File: config.mk
export PLATFORM = sky130hd
export DESIGN_NAME = class_first_fit_bin_packer
export DESIGN_NICKNAME = d
export VERILOG_FILES = /design/src/hw/rtl/cffbp_pkg.sv /design/src/hw/rtl/cffbp_front.sv /design/src/hw/rtl/cffbp_queue.sv /design/src/hw/rtl/cffbp_back.sv /design/src/hw/rtl/class_first_fit_bin_packer.sv
export SDC_FILE = /design/constraint.sdc
export NUM_CORES = 1
export LEC_CHECK = 0
export BUFFER_PORTS_ARGS = -buffer_cell sky130_fd_sc_hd__buf_4
export CAP_MARGIN = 25
export CORE_MARGIN = 2
export CORE_UTILIZATION = 45
export CTS_CLUSTER_DIAMETER = 80
export CTS_CLUSTER_SIZE = 12
export DETAILED_ROUTE_END_ITERATION = 10
export GPL_TIMING_DRIVEN = 0
export SKIP_CTS_REPAIR_TIMING = 1
export SLEW_MARGIN = 10
export SYNTH_ARGS = -nofsm -noshare
export SYNTH_HDL_FRONTEND = slang
export SYNTH_SLANG_ARGS = --single-unit
File: constraint.sdc
create_clock -name clock -period 10.48 [get_ports clock]
set_input_delay 2.62 -clock clock [delete_from_list [all_inputs] [get_ports clock]]
set_output_delay 2.62 -clock clock [all_outputs]
set_load 0.02 [all_outputs]
File: src/hw/rtl/cffbp_pkg.sv
// Shared types and codes for the class first-fit bin packer.
`default_nettype none

package cffbp_pkg;

   localparam int SIZE_W  = 16;
   localparam int TAG_W   = 16;
   localparam int CLS_W   = 3;
   localparam int IDX_W   = 4;
   localparam int USED_W  = 5;
   localparam int STAT_W  = 2;

   localparam logic [SIZE_W-1:0] CAP_RESET = 16'd2560;

   localparam logic CMD_PACK  = 1'b0;
   localparam logic CMD_CLEAR = 1'b1;

   localparam logic [1:0] KIND_PACK     = 2'd0;
   localparam logic [1:0] KIND_CLEAR    = 2'd1;
   localparam logic [1:0] KIND_OVERSIZE = 2'd2;

   localparam logic [STAT_W-1:0] STAT_PLACED   = 2'd0;
   localparam logic [STAT_W-1:0] STAT_OVERSIZE = 2'd1;
   localparam logic [STAT_W-1:0] STAT_NO_BIN   = 2'd2;

   typedef struct packed {
      logic [1:0]        kind;
      logic [CLS_W-1:0]  item_class;
      logic [SIZE_W-1:0] item_size;
      logic [TAG_W-1:0]  item_tag;
      logic              last_item;
   } job_type;

   typedef struct packed {
      logic [TAG_W-1:0]  placed_tag;
      logic [IDX_W-1:0]  bin_index;
      logic              opened_new;
      logic [STAT_W-1:0] status;
      logic [SIZE_W-1:0] fill_after;
      logic [USED_W-1:0] bins_used;
      logic              last_out;
   } result_type;

endpackage

`default_nettype wire

File: src/hw/rtl/cffbp_front.sv
// Front stage: accept items, classify them and hold them for the queue.
`default_nettype none

module cffbp_front (
   input  wire                           clock,
   input  wire                           reset,
   input  wire                           req_valid,
   output logic                          req_stall,
   input  wire                           req_command,
   input  wire  [cffbp_pkg::CLS_W-1:0]   req_item_class,
   input  wire  [cffbp_pkg::SIZE_W-1:0]  req_item_size,
   input  wire  [cffbp_pkg::TAG_W-1:0]   req_item_tag,
   input  wire                           req_last_item,
   input  wire  [cffbp_pkg::SIZE_W-1:0]  capacity,
   output logic                          push_valid,
   input  wire                           push_ready,
   output cffbp_pkg::job_type            push_job
);

   logic               valid_ff, valid_in;
   cffbp_pkg::job_type job_ff, job_in;
   logic               take;

   assign req_stall  = valid_ff && !push_ready;
   assign take       = req_valid && !req_stall;
   assign push_valid = valid_ff;
   assign push_job   = job_ff;

   always_comb begin
      job_in = job_ff;
      if (take) begin
         job_in.item_class = req_item_class;
         job_in.item_size  = req_item_size;
         job_in.item_tag   = req_item_tag;
         job_in.last_item  = req_last_item;
         priority if (req_command == cffbp_pkg::CMD_CLEAR) begin
            job_in.kind = cffbp_pkg::KIND_CLEAR;
         end else if (req_item_size > capacity) begin
            job_in.kind = cffbp_pkg::KIND_OVERSIZE;
         end else begin
            job_in.kind = cffbp_pkg::KIND_PACK;
         end
      end
      valid_in = take || (valid_ff && !push_ready);
   end

   always_ff @(posedge clock) begin
      if (reset) begin
         valid_ff <= 1'b0;
      end else begin
         valid_ff <= valid_in;
      end
      job_ff <= job_in;
   end

endmodule

`default_nettype wire

File: src/hw/rtl/cffbp_queue.sv
// Two-entry queue between the front and back stages.
`default_nettype none

module cffbp_queue (
   input  wire                 clock,
   input  wire                 reset,
   input  wire                 push_valid,
   output logic                push_ready,
   input  cffbp_pkg::job_type  push_job,
   output logic                pop_valid,
   input  wire                 pop,
   output cffbp_pkg::job_type  pop_job
);

   cffbp_pkg::job_type slot_ff [2];
   logic               wr_ptr_ff, wr_ptr_in;
   logic               rd_ptr_ff, rd_ptr_in;
   logic [1:0]         count_ff, count_in;
   logic               do_push, do_pop;

   assign push_ready = (count_ff != 2'd2);
   assign pop_valid  = (count_ff != 2'd0);
   assign pop_job    = slot_ff[rd_ptr_ff];
   assign do_push    = push_valid && push_ready;
   assign do_pop     = pop && pop_valid;

   always_comb begin
      wr_ptr_in = do_push ? !wr_ptr_ff : wr_ptr_ff;
      rd_ptr_in = do_pop  ? !rd_ptr_ff : rd_ptr_ff;
      count_in  = count_ff + {1'b0, do_push} - {1'b0, do_pop};
   end

   always_ff @(posedge clock) begin
      if (reset) begin
         wr_ptr_ff <= 1'b0;
         rd_ptr_ff <= 1'b0;
         count_ff  <= 2'd0;
      end else begin
         wr_ptr_ff <= wr_ptr_in;
         rd_ptr_ff <= rd_ptr_in;
         count_ff  <= count_in;
      end
      if (do_push) begin
         slot_ff[wr_ptr_ff] <= push_job;
      end
   end

endmodule

`default_nettype wire

File: src/hw/rtl/cffbp_back.sv
// Back stage: scan the bins first-fit, update the bin store and register the result.
`default_nettype none

module cffbp_back #(
   parameter int MAX_BINS   = 16,
   parameter int CLASS_BITS = 3
) (
   input  wire                           clock,
   input  wire                           reset,
   input  wire                           job_valid,
   output logic                          job_pop,
   input  cffbp_pkg::job_type            job,
   input  wire  [cffbp_pkg::SIZE_W-1:0]  capacity,
   output logic                          rsp_valid,
   input  wire                           rsp_stall,
   output cffbp_pkg::result_type         rsp_result
);

   localparam int IW = (MAX_BINS > 1) ? $clog2(MAX_BINS) : 1;
   localparam int CW = $clog2(MAX_BINS + 1);
   localparam logic S_IDLE = 1'b0;
   localparam logic S_SCAN = 1'b1;

   logic [CLASS_BITS-1:0]        class_mem [MAX_BINS];
   logic [cffbp_pkg::SIZE_W-1:0] fill_mem  [MAX_BINS];
   logic [CLASS_BITS-1:0]        rd_class_ff;
   logic [cffbp_pkg::SIZE_W-1:0] rd_fill_ff;

   logic                         state_ff, state_in;
   logic [IW-1:0]                idx_ff, idx_in;
   logic [CW-1:0]                count_ff, count_in;
   logic [CLASS_BITS-1:0]        cls_ff, cls_in;
   logic [cffbp_pkg::SIZE_W-1:0] size_ff, size_in;
   logic [cffbp_pkg::TAG_W-1:0]  tag_ff, tag_in;
   logic                         last_ff, last_in;
   logic                         rsp_valid_ff, rsp_valid_in;
   cffbp_pkg::result_type        rsp_ff, rsp_in;

   logic [IW-1:0]                rd_addr;
   logic                         we;
   logic [IW-1:0]                wr_addr;
   logic [CLASS_BITS-1:0]        wr_class;
   logic [cffbp_pkg::SIZE_W-1:0] wr_fill;
   logic                         load;
   logic                         out_free;
   logic                         fit;
   logic [cffbp_pkg::SIZE_W:0]   sum;
   logic [CW:0]                  idx_next;
   logic [CLASS_BITS+cffbp_pkg::CLS_W-1:0] cls_ext;
   logic [IW+cffbp_pkg::IDX_W-1:0]         bin_ext;
   logic [CW+cffbp_pkg::USED_W-1:0]        used_ext;
   logic [IW-1:0]                res_idx;
   logic                         res_opened;
   logic [cffbp_pkg::STAT_W-1:0] res_status;
   logic [cffbp_pkg::SIZE_W-1:0] res_fill;
   logic [cffbp_pkg::TAG_W-1:0]  res_tag;
   logic                         res_last;

   assign out_free   = !rsp_valid_ff || !rsp_stall;
   assign rsp_valid  = rsp_valid_ff;
   assign rsp_result = rsp_ff;
   assign cls_ext    = {{CLASS_BITS{1'b0}}, job.item_class};
   assign sum        = {1'b0, rd_fill_ff} + {1'b0, size_ff};
   assign fit        = (rd_class_ff == cls_ff) && (sum <= {1'b0, capacity});
   assign idx_next   = {1'b0, CW'(idx_ff)} + {{CW{1'b0}}, 1'b1};

   always_comb begin
      state_in   = state_ff;
      idx_in     = idx_ff;
      count_in   = count_ff;
      cls_in     = cls_ff;
      size_in    = size_ff;
      tag_in     = tag_ff;
      last_in    = last_ff;
      job_pop    = 1'b0;
      rd_addr    = '0;
      we         = 1'b0;
      wr_addr    = '0;
      wr_class   = cls_ff;
      wr_fill    = size_ff;
      load       = 1'b0;
      res_idx    = '0;
      res_opened = 1'b0;
      res_status = cffbp_pkg::STAT_PLACED;
      res_fill   = '0;
      res_tag    = tag_ff;
      res_last   = last_ff;
      unique case (state_ff)
         S_IDLE: begin
            if (job_valid && out_free) begin
               job_pop  = 1'b1;
               cls_in   = cls_ext[CLASS_BITS-1:0];
               size_in  = job.item_size;
               tag_in   = job.item_tag;
               last_in  = job.last_item;
               res_tag  = job.item_tag;
               res_last = job.last_item;
               priority case (job.kind)
                  cffbp_pkg::KIND_CLEAR: begin
                     count_in = '0;
                     load     = 1'b1;
                  end
                  cffbp_pkg::KIND_OVERSIZE: begin
                     res_status = cffbp_pkg::STAT_OVERSIZE;
                     load       = 1'b1;
                  end
                  default: begin
                     if (count_ff == '0) begin
                        we         = 1'b1;
                        wr_class   = cls_ext[CLASS_BITS-1:0];
                        wr_fill    = job.item_size;
                        count_in   = CW'(1);
                        res_opened = 1'b1;
                        res_fill   = job.item_size;
                        load       = 1'b1;
                     end else begin
                        idx_in   = '0;
                        state_in = S_SCAN;
                     end
                  end
               endcase
            end
         end
         default: begin
            priority if (fit) begin
               we       = 1'b1;
               wr_addr  = idx_ff;
               wr_class = rd_class_ff;
               wr_fill  = sum[cffbp_pkg::SIZE_W-1:0];
               res_idx  = idx_ff;
               res_fill = sum[cffbp_pkg::SIZE_W-1:0];
               load     = 1'b1;
               state_in = S_IDLE;
            end else if (idx_next < {1'b0, count_ff}) begin
               idx_in  = idx_next[IW-1:0];
               rd_addr = idx_next[IW-1:0];
            end else if (count_ff == CW'(MAX_BINS)) begin
               res_status = cffbp_pkg::STAT_NO_BIN;
               load       = 1'b1;
               state_in   = S_IDLE;
            end else begin
               we         = 1'b1;
               wr_addr    = count_ff[IW-1:0];
               count_in   = count_ff + CW'(1);
               res_idx    = count_ff[IW-1:0];
               res_opened = 1'b1;
               res_fill   = size_ff;
               load       = 1'b1;
               state_in   = S_IDLE;
            end
         end
      endcase
      bin_ext  = {{cffbp_pkg::IDX_W{1'b0}}, res_idx};
      used_ext = {{cffbp_pkg::USED_W{1'b0}}, count_in};
      rsp_in   = rsp_ff;
      if (load) begin
         rsp_in.placed_tag = res_tag;
         rsp_in.bin_index  = bin_ext[cffbp_pkg::IDX_W-1:0];
         rsp_in.opened_new = res_opened;
         rsp_in.status     = res_status;
         rsp_in.fill_after = res_fill;
         rsp_in.bins_used  = used_ext[cffbp_pkg::USED_W-1:0];
         rsp_in.last_out   = res_last;
      end
      rsp_valid_in = load || (rsp_valid_ff && rsp_stall);
   end

   always_ff @(posedge clock) begin
      if (we) begin
         class_mem[wr_addr] <= wr_class;
         fill_mem[wr_addr]  <= wr_fill;
      end
      rd_class_ff <= class_mem[rd_addr];
      rd_fill_ff  <= fill_mem[rd_addr];
   end

   always_ff @(posedge clock) begin
      if (reset) begin
         state_ff     <= S_IDLE;
         count_ff     <= '0;
         rsp_valid_ff <= 1'b0;
      end else begin
         state_ff     <= state_in;
         count_ff     <= count_in;
         rsp_valid_ff <= rsp_valid_in;
      end
      idx_ff  <= idx_in;
      cls_ff  <= cls_in;
      size_ff <= size_in;
      tag_ff  <= tag_in;
      last_ff <= last_in;
      rsp_ff  <= rsp_in;
   end

endmodule

`default_nettype wire

File: src/hw/rtl/class_first_fit_bin_packer.sv
// Top level of the class first-fit bin packer.
// Packs items into up to MAX_BINS bins, first-fit within each item's class, against a
// shared capacity written over the csr port (reset 10.0 in Q8.8). A clear or an
// oversized item passes through the front register, the queue and the back stage's
// result register; a pack item also scans 1 to MAX_BINS open bins in order (none
// while no bin is open), reading one bin per cycle from the single read port of the
// bin store. Items are handled one at a time in the back stage; a front register and
// a two-entry queue keep accepting while a scan runs. The csr register must be written
// only while the block is idle; the block itself does not enforce this.
`default_nettype none

module class_first_fit_bin_packer #(
   parameter int MAX_BINS   = 16,
   parameter int CLASS_BITS = 3
) (
   input  wire                           clock,
   input  wire                           reset,
   input  wire                           req_valid,
   output logic                          req_stall,
   input  wire                           req_command,
   input  wire  [cffbp_pkg::CLS_W-1:0]   req_item_class,
   input  wire  [cffbp_pkg::SIZE_W-1:0]  req_item_size,
   input  wire  [cffbp_pkg::TAG_W-1:0]   req_item_tag,
   input  wire                           req_last_item,
   output logic                          rsp_valid,
   input  wire                           rsp_stall,
   output logic [cffbp_pkg::TAG_W-1:0]   rsp_placed_tag,
   output logic [cffbp_pkg::IDX_W-1:0]   rsp_bin_index,
   output logic                          rsp_opened_new,
   output logic [cffbp_pkg::STAT_W-1:0]  rsp_status,
   output logic [cffbp_pkg::SIZE_W-1:0]  rsp_fill_after,
   output logic [cffbp_pkg::USED_W-1:0]  rsp_bins_used,
   output logic                          rsp_last_out,
   input  wire                           csr_valid,
   output logic                          csr_ready,
   input  wire  [cffbp_pkg::SIZE_W-1:0]  csr_data
);

   logic [cffbp_pkg::SIZE_W-1:0] cap_ff, cap_in;
   logic                         push_valid, push_ready;
   cffbp_pkg::job_type           push_job;
   logic                         q_valid, q_pop;
   cffbp_pkg::job_type           q_job;
   cffbp_pkg::result_type        result;

   assign csr_ready = 1'b1;
   assign cap_in    = (csr_valid && csr_ready) ? csr_data : cap_ff;

   always_ff @(posedge clock) begin
      if (reset) begin
         cap_ff <= cffbp_pkg::CAP_RESET;
      end else begin
         cap_ff <= cap_in;
      end
   end

   cffbp_front u_front (
      .clock          (clock),
      .reset          (reset),
      .req_valid      (req_valid),
      .req_stall      (req_stall),
      .req_command    (req_command),
      .req_item_class (req_item_class),
      .req_item_size  (req_item_size),
      .req_item_tag   (req_item_tag),
      .req_last_item  (req_last_item),
      .capacity       (cap_ff),
      .push_valid     (push_valid),
      .push_ready     (push_ready),
      .push_job       (push_job)
   );

   cffbp_queue u_queue (
      .clock      (clock),
      .reset      (reset),
      .push_valid (push_valid),
      .push_ready (push_ready),
      .push_job   (push_job),
      .pop_valid  (q_valid),
      .pop        (q_pop),
      .pop_job    (q_job)
   );

   cffbp_back #(
      .MAX_BINS   (MAX_BINS),
      .CLASS_BITS (CLASS_BITS)
   ) u_back (
      .clock      (clock),
      .reset      (reset),
      .job_valid  (q_valid),
      .job_pop    (q_pop),
      .job        (q_job),
      .capacity   (cap_ff),
      .rsp_valid  (rsp_valid),
      .rsp_stall  (rsp_stall),
      .rsp_result (result)
   );

   assign rsp_placed_tag = result.placed_tag;
   assign rsp_bin_index  = result.bin_index;
   assign rsp_opened_new = result.opened_new;
   assign rsp_status     = result.status;
   assign rsp_fill_after = result.fill_after;
   assign rsp_bins_used  = result.bins_used;
   assign rsp_last_out   = result.last_out;

   a_pop_needs_item: assert property (@(posedge clock) disable iff (reset)
      q_pop |-> q_valid)
      else $error("back stage popped an empty queue");

   a_reject_fields: assert property (@(posedge clock) disable iff (reset)
      rsp_valid && (rsp_status != cffbp_pkg::STAT_PLACED) |->
         (rsp_bin_index == '0) && (rsp_fill_after == '0) && !rsp_opened_new)
      else $error("rejected item carries placement fields");

   a_status_code: assert property (@(posedge clock) disable iff (reset)
      rsp_valid |-> (rsp_status == cffbp_pkg::STAT_PLACED) ||
         (rsp_status == cffbp_pkg::STAT_OVERSIZE) || (rsp_status == cffbp_pkg::STAT_NO_BIN))
      else $error("result status out of range");

   a_pop_frees_output: assert property (@(posedge clock) disable iff (reset)
      q_pop |-> !rsp_valid || !rsp_stall)
      else $error("item popped while a result is held");

endmodule

`default_nettype wire
# == Word level (Yosys, flattened, before mapping) ==
# Memory sizes are Yosys's and may differ from the RTL's. A register that Yosys moved wholly into a read port is not among the register bits.
# Cells that the tools add are included.
# classes
addsub,5
muxes,76
n_eq_ne,9
n_bitwise,1
n_lt_le_gt_ge,3
reduce_logical,22
# op_table
op,n
2-to-1 mux 16 bit,14
2-to-1 mux 4 bit,13
2-to-1 mux 1 bit,31
2-to-1 mux 5 bit,6
adder 16 x 16 -> 17 bit,1
less-or-equal comparator 17 x 16 -> 1 bit,1
> comparator 16 bit,1
2-to-1 mux 3 bit,5
2-to-1 mux 2 bit,6
case mux 5 bit (2 select lines),1
logical AND 1 bit,7
logical NOT 1 bit,6
less-than comparator 6 x 5 -> 1 bit,1
!= test 2 bit (second input constant),3
adder 4 x 1 -> 5 bit (second input constant),1
adder 5 x 1 -> 5 bit (second input constant),1
== test 5 bit (second input constant),1
logical NOT 5 bit,1
AND reduction 5 bit,1
!= test 2 x 1 -> 1 bit (second input constant),2
nonzero test 2 bit,2
== test 3 bit,1
logical OR 1 bit,3
adder 2 x 1 -> 2 bit,1
other kinds (6),6
# word_totals
reg_bits,151
mem_count,3
ram_bits,380
input_bits,58
out_inout_bits,48
# memory_table
name,words,width,read_ports,rd_ports_with_merged_regs,write_ports,line_no,source
u_back.fill_mem,16,16,1,1,1,cffbp_back.sv:25,logic [cffbp_pkg::SIZE_W-1:0] fill_mem [MAX_BINS];
u_queue.slot_ff,2,38,1,1,1,cffbp_queue.sv:15,cffbp_pkg::job_type slot_ff [2];
u_back.class_mem,16,3,1,1,1,cffbp_back.sv:24,logic [CLASS_BITS-1:0] class_mem [MAX_BINS];

# == Logic depth before layout (Yosys ltp) ==
# Gate-level depths: netlist (run 1).
# depth
word_depth,8
mapped_depth,20
depth_no_buf,18

# == By module ==
# From an unflattened synthesis (run 1), not the netlist that was laid out.
# hier_totals
hier_cells,1605
hier_area_um2,22856.9
# by_module_without_submodules
module,cells_per_inst,area_per_inst_um2,instances
cffbp_back,1305,17580.6,1
cffbp_queue,147,3093.0,1
cffbp_front,99,1589.0,1
class_first_fit_bin_packer,54,594.3,1

# == Worst setup path after synthesis (run 1) ==
# No wires, ideal clock.
# synth_path
path_kind,register to register
start,register u_back.size_ff[0] in the netlist's numbering
end,"memory u_back.class_mem[5][0], enable pin"
required_time_ps,10030
setup_slack_ps,3910
stages_incl_launch_ff,18
synth_period_minus_slack_ps,6570
t_arrival_ps,6119
path_cell_list,edfxtp_1 ha_1 fa_1 a211oi_1 o21ai_1 and2_1 a21oi_1 o21bai_1 xor2_1 ha_1 and4_1 nand4_1 a31o_2 a31o_2 nand3_1 mux2_2 or3_1 nor4b_1
# synth_between
elab_chain_len,7
elab_cells_between_ends,9
cone_classes,1 x add/sub; 1 x order compare; 6 x mux; 1 x reduce/logical
# synth_lines
item,line_no,source
start: declaration,cffbp_back.sv:33,"logic [cffbp_pkg::SIZE_W-1:0] size_ff, size_in;"
start signal: assignment,cffbp_back.sv:189,size_ff <= size_in;
adder 16 x 16 -> 17 bit (*),cffbp_back.sv:63,"assign sum = {1'b0, rd_fill_ff} + {1'b0, size_ff};"
less-or-equal comparator 17 x 16 -> 1 bit (*),cffbp_back.sv:64,"assign fit = (rd_class_ff == cls_ff) && (sum <= {1'b0, capacity});"
logical AND 1 bit (*),cffbp_back.sv:64,
2-to-1 mux 1 bit,cffbp_back.sv:125,priority if (fit) begin
2-to-1 mux 1 bit,cffbp_back.sv:88,unique case (state_ff)
2-to-1 mux 1 bit,cffbp_back.sv:169,if (we) begin
2-to-1 mux 1 bit (implied by the code),cffbp_back.sv:170,class_mem[wr_addr] <= wr_class;
end: declaration,cffbp_back.sv:24,
# Mark *: on every way between the ends. The rest lies on a longest branch, timed or not.

# == Worst setup path after layout (run 1) ==
# layout_path
start,register u_back.size_ff[0] in the netlist's numbering
end,"memory u_back.fill_mem[3][9] in the netlist's numbering, enable pin"
# layout_between
elab_cells_between_ends,9
cone_classes,1 x add/sub; 1 x order compare; 6 x mux; 1 x reduce/logical
# layout_lines
item,line_no,source
adder 16 x 16 -> 17 bit,cffbp_back.sv:63,
less-or-equal comparator 17 x 16 -> 1 bit,cffbp_back.sv:64,
logical AND 1 bit,cffbp_back.sv:64,
2-to-1 mux 4 bit,cffbp_back.sv:125,
2-to-1 mux 4 bit,n/a,
named net u_back.res_idx[1],cffbp_back.sv:52,logic [IW-1:0] res_idx;
end: declaration,cffbp_back.sv:25,
# The timed path passes the listed nets, and every way through them passes these cells.

==> flow_metrics.tcl, run 1 <==
set metrics [dict create \
    outcome "finished clean" \
    fin_crit_sh 0.623 \
    r2r_setup_slack_ps 3950 \
    r2r_cells 19 \
    overflow 0 \
    clk_path_buf_depth 3 \
    cts_root_buf "clkbuf_16" \
    final-hold-violation-count 0 \
    busiest_layer "met2" \
    hold_path_class "flop to flop" \
    ys_seq_elements 551 \
    core_um2 49100 \
    multi_input_area_um2 6150 \
    synth_warnings 0 \
    tns_ps 0 \
    synth_area_um2 22400 \
    num_rows 81 \
    use_met2 0.352 \
    routed_wirelength_um 56200 \
    cts_buffers 52 \
    grt_pass1_vias 13200 \
    seqCellArea_um2 15900 \
    path_cells "ha_1 > fa_1 > a211oi_1 > o21ai_1 > and2_1 > a21oi_1 > o21bai_1 > xor2_1 > ha_1 > a21oi_1 > o21ai_0 > nor3_1 > a31oi_4 > nor4_1 > a32o_1 > buf_2 > nand3_1 > nor3_2 > buf_6" \
    die_x_um 227 \
    grtUsageMet1 0.306 \
    synth_fa_ha_area_frac 0.0339 \
    cp_slowest_stage_delay_ps 740 \
    grt_pass1_wl_um 83100 \
    ant_nets 0 \
    leakage_nw 9.38 \
    slew_headroom 0.274 \
    num-fill-cells 4097 \
    setup_ws_ps 3950 \
    io-pin-count 106 \
    place.gp.congestion 0.857 \
    path_buf_inv 2 \
    post-place-ws_ps 4020 \
    drt_iter0_drc 1244 \
    drc 0 \
    chipHeight_um 227 \
    finalSetupViolations 0 \
    avgSynthCellArea_um2 15.3 \
    slew_violations 0 \
    nNetsFinal 1774 \
    syn_nets 1586 \
    async_flop_share 0 \
    vias_per_cell 5.74 \
    stdcell_count 2343 \
    vias 13500 \
    crit_family "simple AND/OR/NAND/NOR gates" \
    peakVddDrop_v 0.000155 \
    post_drt_wl_per_cell_um 24.0 \
    clkTransAtPathRegs_ps 60 \
    die_area_um2 51600 \
    grtUsageTotal 0.220 \
    rsz0062_at_grt "false" \
    dr.pass1.iters 6 \
    p_per_area_nw_per_um2 266 \
    syn_inst 1468 \
    holdPathEnd "u_queue.slot_ff[1][22]" \
    crit_fanout 10 \
    dp_cells 2264 \
    start_util 0.457 \
    synth-xor-area-share 0.00860 \
    cp_data_arrival_time_ps 6840 \
    skew_ps 32.0 \
    fin_crit_ps 6530 \
    r2r-start "u_back.size_ff[0]" \
    cp.required_ps 10780 \
    clkSinkCount 551 \
    rr_endpoint "u_back.fill_mem[3][9]" \
    insertion_delay_ps 610 \
    synthFlopType "edfxtp_1" \
    whs_path_depth 0 \
    antenna_found_initial 2 \
    critical_path.slowest_cell "nor4_1" \
    drive_above_1_share 0.177 \
    crit_type "flop to flop" \
    max_freq_mhz 153 \
    area_growth_pct 15.5 \
    worst-slew-pin-transition_ps 1090 \
    portBuffers 103 \
    met3_usage 0.0419 \
    synth_enable_flop_cells 486 \
    num_antenna_cells 0 \
    cts_tree "yes" \
    synth_compound_area_frac 0.0965 \
    htreeDepth 2 \
    cp-end-kind "flop" \
    maxCapViolations 0 \
    start_kind "flop" \
    hp-start "u_front.push_job[22]" \
    synthMuxAreaShare 0.0643 \
    synthSimpleGateAreaFrac 0.0674 \
    dp_hpwl_um 39300 \
    synth.distinct_cells 71 \
    synth_top_family_by_area "compound AO/OA/AOI/OAI gates" \
    grt_max_degree 31 \
    ys_seq_area_frac 0.710 \
]
how the worst max path moves through the flow:
stage                                   endpoint  slack, ps         startpoint  cells past startpoint
after detailed placement  u_back.fill_mem[8][11]       4020  u_back.size_ff[0]                     17
after floorplan           u_back.class_mem[5][0]       3910  u_back.size_ff[0]                     17
after global routing       u_back.fill_mem[3][9]       3640  u_back.size_ff[2]                     17
after global placement     u_back.fill_mem[5][9]        800  u_back.size_ff[0]                     17
final                      u_back.fill_mem[3][9]       3950  u_back.size_ff[0]                     19
after CTS                  u_back.fill_mem[8][5]       3930  u_back.size_ff[0]                     17
cell usage after synthesis, types with 5 or more instances:
cell	instances	area share
nor3_1	20	0.0045
ha_1	59	0.033
nand4_1	17	0.0047
xor2_1	8	0.0031
and2_1	12	0.0034
a222oi_1	10	0.0045
o22a_1	8	0.0031
a21oi_1	60	0.013
nor2b_1	21	0.0059
nand2_1	102	0.017
mux2_2	54	0.027
a21o_1	29	0.0097
nand3_1	17	0.0038
a2111oi_0	11	0.0043
buf_1	7	0.0012
xnor2_1	14	0.0055
and3_1	9	0.0025
or4b_1	10	0.0045
inv_1	44	0.0074
edfxtp_1	486	0.65
a221o_1	9	0.0040
mux2i_1	83	0.037
dfxtp_1	65	0.058
a211oi_1	23	0.0077
a22oi_1	27	0.0091
o221ai_1	14	0.0055
o21a_1	9	0.0030
a31oi_1	8	0.0022
clkbuf_1	32	0.0054
a221oi_1	9	0.0035
buf_4	5	0.0017
nor2_1	83	0.014
buf_2	10	0.0022
o21ai_0	17	0.0038
routing by layer:
metal	vias up	share of wire
li1	6100	-
met1	6798	0.44
met2	463	0.47
met3	93	0.065
met4	4	0.026
met5	-	0.00039
power breakdown:
part           internal (W)  switching [W]
combinational      0.000688        0.00140
sequential          0.00299       0.000109
clock              0.000910       0.000783
total               0.00458        0.00229
placed cells by master (no fill, tap or decap), types with 10 or more instances in the layout:
cell and count:
nor2b_1 19, inv_1 43, edfxtp_1 486, dfxtp_1 65
or4b_1 10, clkbuf_16 52, nor3_1 17, a21oi_1 60
xnor2_1 14, a222oi_1 10, o21ai_0 16, a21o_1 29
nand3_1 17, ha_1 59, buf_2 11, buf_4 122
nor2_1 78, o221ai_1 14, nand4_1 17, a22oi_1 27
nand2_1 102, clkbuf_1 52, mux2_2 54, a211oi_1 23
mux2i_1 83, a2111oi_0 11, and2_1 12
area by class of cell:
class,instances,area share
clock inverter,5,0.00232
multi-input combinational,816,0.238
buffer,57,0.0103
inverter,44,0.00638
clock buffer,72,0.0532
tap,664,0.0321
timing repair buffer,134,0.0436
sequential,551,0.614
logic make-up after synthesis:
kind of cell,Yosys count
mux,137
simple gates,312
fa+ha+maj,60
xor+xnor,22
compound gates,284
other cells,1
flops,551
buf+inv,101
stage by stage:
| stage | power [W] | hold WS, ps | utilization | instance area [um^2] |
|---|---|---|---|---|
| 6_report | 0.00687 | 444 | 0.528 | 25900 |
| 5_1_grt | 0.00720 | 452 | 0.528 | 25900 |
| 4_1_cts | 0.00690 | 442 | 0.527 | 25800 |
| 3_5_place_dp | 0.00521 | 430 | 0.498 | 24400 |
| 3_3_place_gp | 0.00513 | 424 | 0.489 | 24000 |
| 2_1_floorplan | 0.00440 | 421 | - | 22400 |
registers in the layout, summed over array words and instances, names as in the netlist, named ones only:
register / flops
u_front.push_valid: 1
u_front.push_job: 38
u_back.idx_ff: 4
u_back.class_mem: 48
u_back.rsp_result: 45
u_back.rsp_valid: 1
u_back.rd_class_ff: 3
u_back.size_ff: 16
cap_ff: 16
u_queue.count_ff: 2
u_queue.wr_ptr_ff: 1
u_queue.rd_ptr_ff: 1
u_back.fill_mem: 256
u_back.last_ff: 1
u_back.cls_ff: 3
u_back.rd_fill_ff: 16
u_back.state_ff: 1
u_back.count_ff: 5
u_back.tag_ff: 16
u_queue.slot_ff: 76
(Power assumes the default switching activity.)
==> inputs of run 2 (changes only) <==
Clock period 10.48 ns to 5.8 ns, I/O delays scaled along.
==> run 2 against run 1 <==
Wire length is 0.82% higher. Worst hold slack worse by 4.0 ps. Core utilization is 1.3 points higher. Die area stayed put. Sequential cell count stayed put. Clock-buffer cell count is 2 higher. Global-route usage hardly changed. Combinational power is 92% higher. Total power is 85% higher. Final area is 2.4% higher. Sequential share of layout area is 1.4 points lower. Cell count is 1.0% higher.
==> flow_metrics.tcl, run 2 (synthesized netlist as in run 1, its figures left out) <==
set metrics [dict create \
    slew_violations 0 \
    chipHeight_um 227 \
    fin_crit_sh 0.984 \
    rsz0062_at_grt "true" \
    vias 13500 \
    stdcell_count 2367 \
    top_register "u_back.fill_mem" \
    max_freq_mhz 175 \
    overflow 0 \
    crit_family "simple AND/OR/NAND/NOR gates" \
    post_drt_wl_per_cell_um 24.0 \
    core_um2 49100 \
    placed_area_um2 24500 \
    peakVddDrop_v 0.000298 \
    path_common_cell "ha_1" \
    grt_max_degree 33 \
    grt_pass1_vias 13200 \
    crit_fanout 10 \
    slew_headroom 0.419 \
    hold_path_class "flop to flop" \
    drt_iter0_drc 1180 \
    fin_crit_ps 5710 \
    routed_wirelength_um 56700 \
    cp.required_ps 6330 \
    crit_type "flop to flop" \
    largest_reg_flops 256 \
    path_buf_inv 1 \
    drc 0 \
    drive_above_1_share 0.212 \
    whs_ps 440 \
    grt_pass1_wl_um 83000 \
    portBuffers 103 \
    start_kind "flop" \
    area_growth_pct 18.3 \
    skew_ps 27.8 \
    place.gp.congestion 0.868 \
    start_util 0.457 \
    cts_tree "yes" \
    worst-slew-pin-transition_ps 868 \
    cp-end-kind "flop" \
    cp_slowest_stage_delay_ps 740 \
    postLayoutCellArea_um2 26500 \
    die_area_um2 51600 \
    outcome "finished clean" \
    io-pin-count 106 \
    cts_buffers 52 \
    final-hold-violation-count 0 \
    cts_root_buf "clkbuf_16" \
    finalSetupViolations 0 \
    critical_path.slowest_cell "nor3_2" \
    path_cells "ha_1 > fa_1 > a211oi_2 > o21ai_1 > and2_1 > a21oi_1 > o21bai_1 > xor2_1 > ha_1 > and4_1 > nand4_1 > a31o_2 > a31oi_4 > o31ai_4 > nor3_2 > clkbuf_1 > a222oi_1 > or4b_1" \
    cp_data_arrival_time_ps 6230 \
    leakage_nw 9.56 \
    p_per_area_nw_per_um2 479 \
    htreeDepth 2 \
    reg.largest.list "u_back.fill_mem (256), u_queue.slot_ff (76), u_back.class_mem (48)" \
    ant_nets 0 \
    dr.pass1.iters 5 \
    grtUsageTotal 0.220 \
    antenna_found_initial 1 \
    clkSinkCount 551 \
    dp_cells 2258 \
    die_x_um 227 \
    layout_common_cells "edfxtp_1 (486), buf_4 (138), nand2_1 (92), mux2i_1 (82), nor2_1 (77)" \
    clk_path_buf_depth 3 \
    nNetsFinal 1797 \
    final_common_cell "edfxtp_1" \
    vias_per_cell 5.69 \
    maxCapViolations 0 \
    dp_hpwl_um 39400 \
    clkTransAtPathRegs_ps 60 \
    insertion_delay_ps 610 \
    num_rows 81 \
]
[run 2: changes by cell type in the layout (fill, tap and decap cells not counted), moves of 5 or more]
cell / before / now
buf_12: 3 / 9
nand2_1: 102 / 92
nand2_2: 0 / 10
clkbuf_1: 52 / 47
buf_4: 122 / 138
nand3_2: 0 / 5
nand3_1: 17 / 11
[run 2: final timing paths]
check                        from                      to  slack, ps  cells after the start
min reg2reg  u_front.push_job[27]  u_queue.slot_ff[0][27]        440                      0
max             u_back.size_ff[0]   u_back.rd_fill_ff[13]         90                     18
min          u_front.push_job[27]  u_queue.slot_ff[0][27]        440                      0
max reg2reg     u_back.size_ff[0]   u_back.rd_fill_ff[13]         90                     18
[run 2: power breakdown]
part / internal [W] / leakage, nW / switching (W)
clock: 0.00174 / 0.720 / 0.00139
combinational: 0.00135 / 3.84 / 0.00264
sequential: 0.00539 / 5.00 / 0.000200
total: 0.00848 / 9.56 / 0.00423
[run 2: through the flow]
step,setup TNS (ps),setup WS [ps],utilization,power [W]
2_1_floorplan,0,157,-,0.00795
3_3_place_gp,-481360,-2160,0.490,0.00926
3_5_place_dp,-165680,-706,0.499,0.00940
4_1_cts,-199180,-794,0.530,0.0125
5_1_grt,-603,-25.0,0.540,0.0133
6_report,0,91.8,0.540,0.0127
[run 2: metal layers]
layer	part of all wire	global-route usage	vias up
met5	0	0	-
met4	0.025	0.0694	0
met3	0.061	0.0358	91
met2	0.48	0.355	429
met1	0.44	0.307	6800
li1	-	-	6156
[run 2: final cells by class]
| class | count | area (um^2) |
|---|---|---|
| Inverter | 44 | 169 |
| Antenna cell | 1 | 2.50 |
| Clock buffer | 74 | 1440 |
| Timing Repair Buffer | 157 | 1430 |
| Clock inverter | 3 | 55.1 |
| Tap cell | 664 | 831 |
| Sequential cell | 551 | 15900 |
| Buffer | 57 | 278 |
| Fill cell | 4027 | 22600 |
| Multi-Input combinational cell | 816 | 6400 |
[run 2: worst register-to-register path: stages (launching register included)]
cell and delay, ps:
edfxtp_1 440, ha_1 290, fa_1 460, a211oi_2 250
o21ai_1 140, and2_1 230, a21oi_1 170, o21bai_1 90
xor2_1 170, ha_1 310, and4_1 280, nand4_1 180
a31o_2 280, a31oi_4 340, o31ai_4 150, nor3_2 740
clkbuf_1 550, a222oi_1 250, or4b_1 300
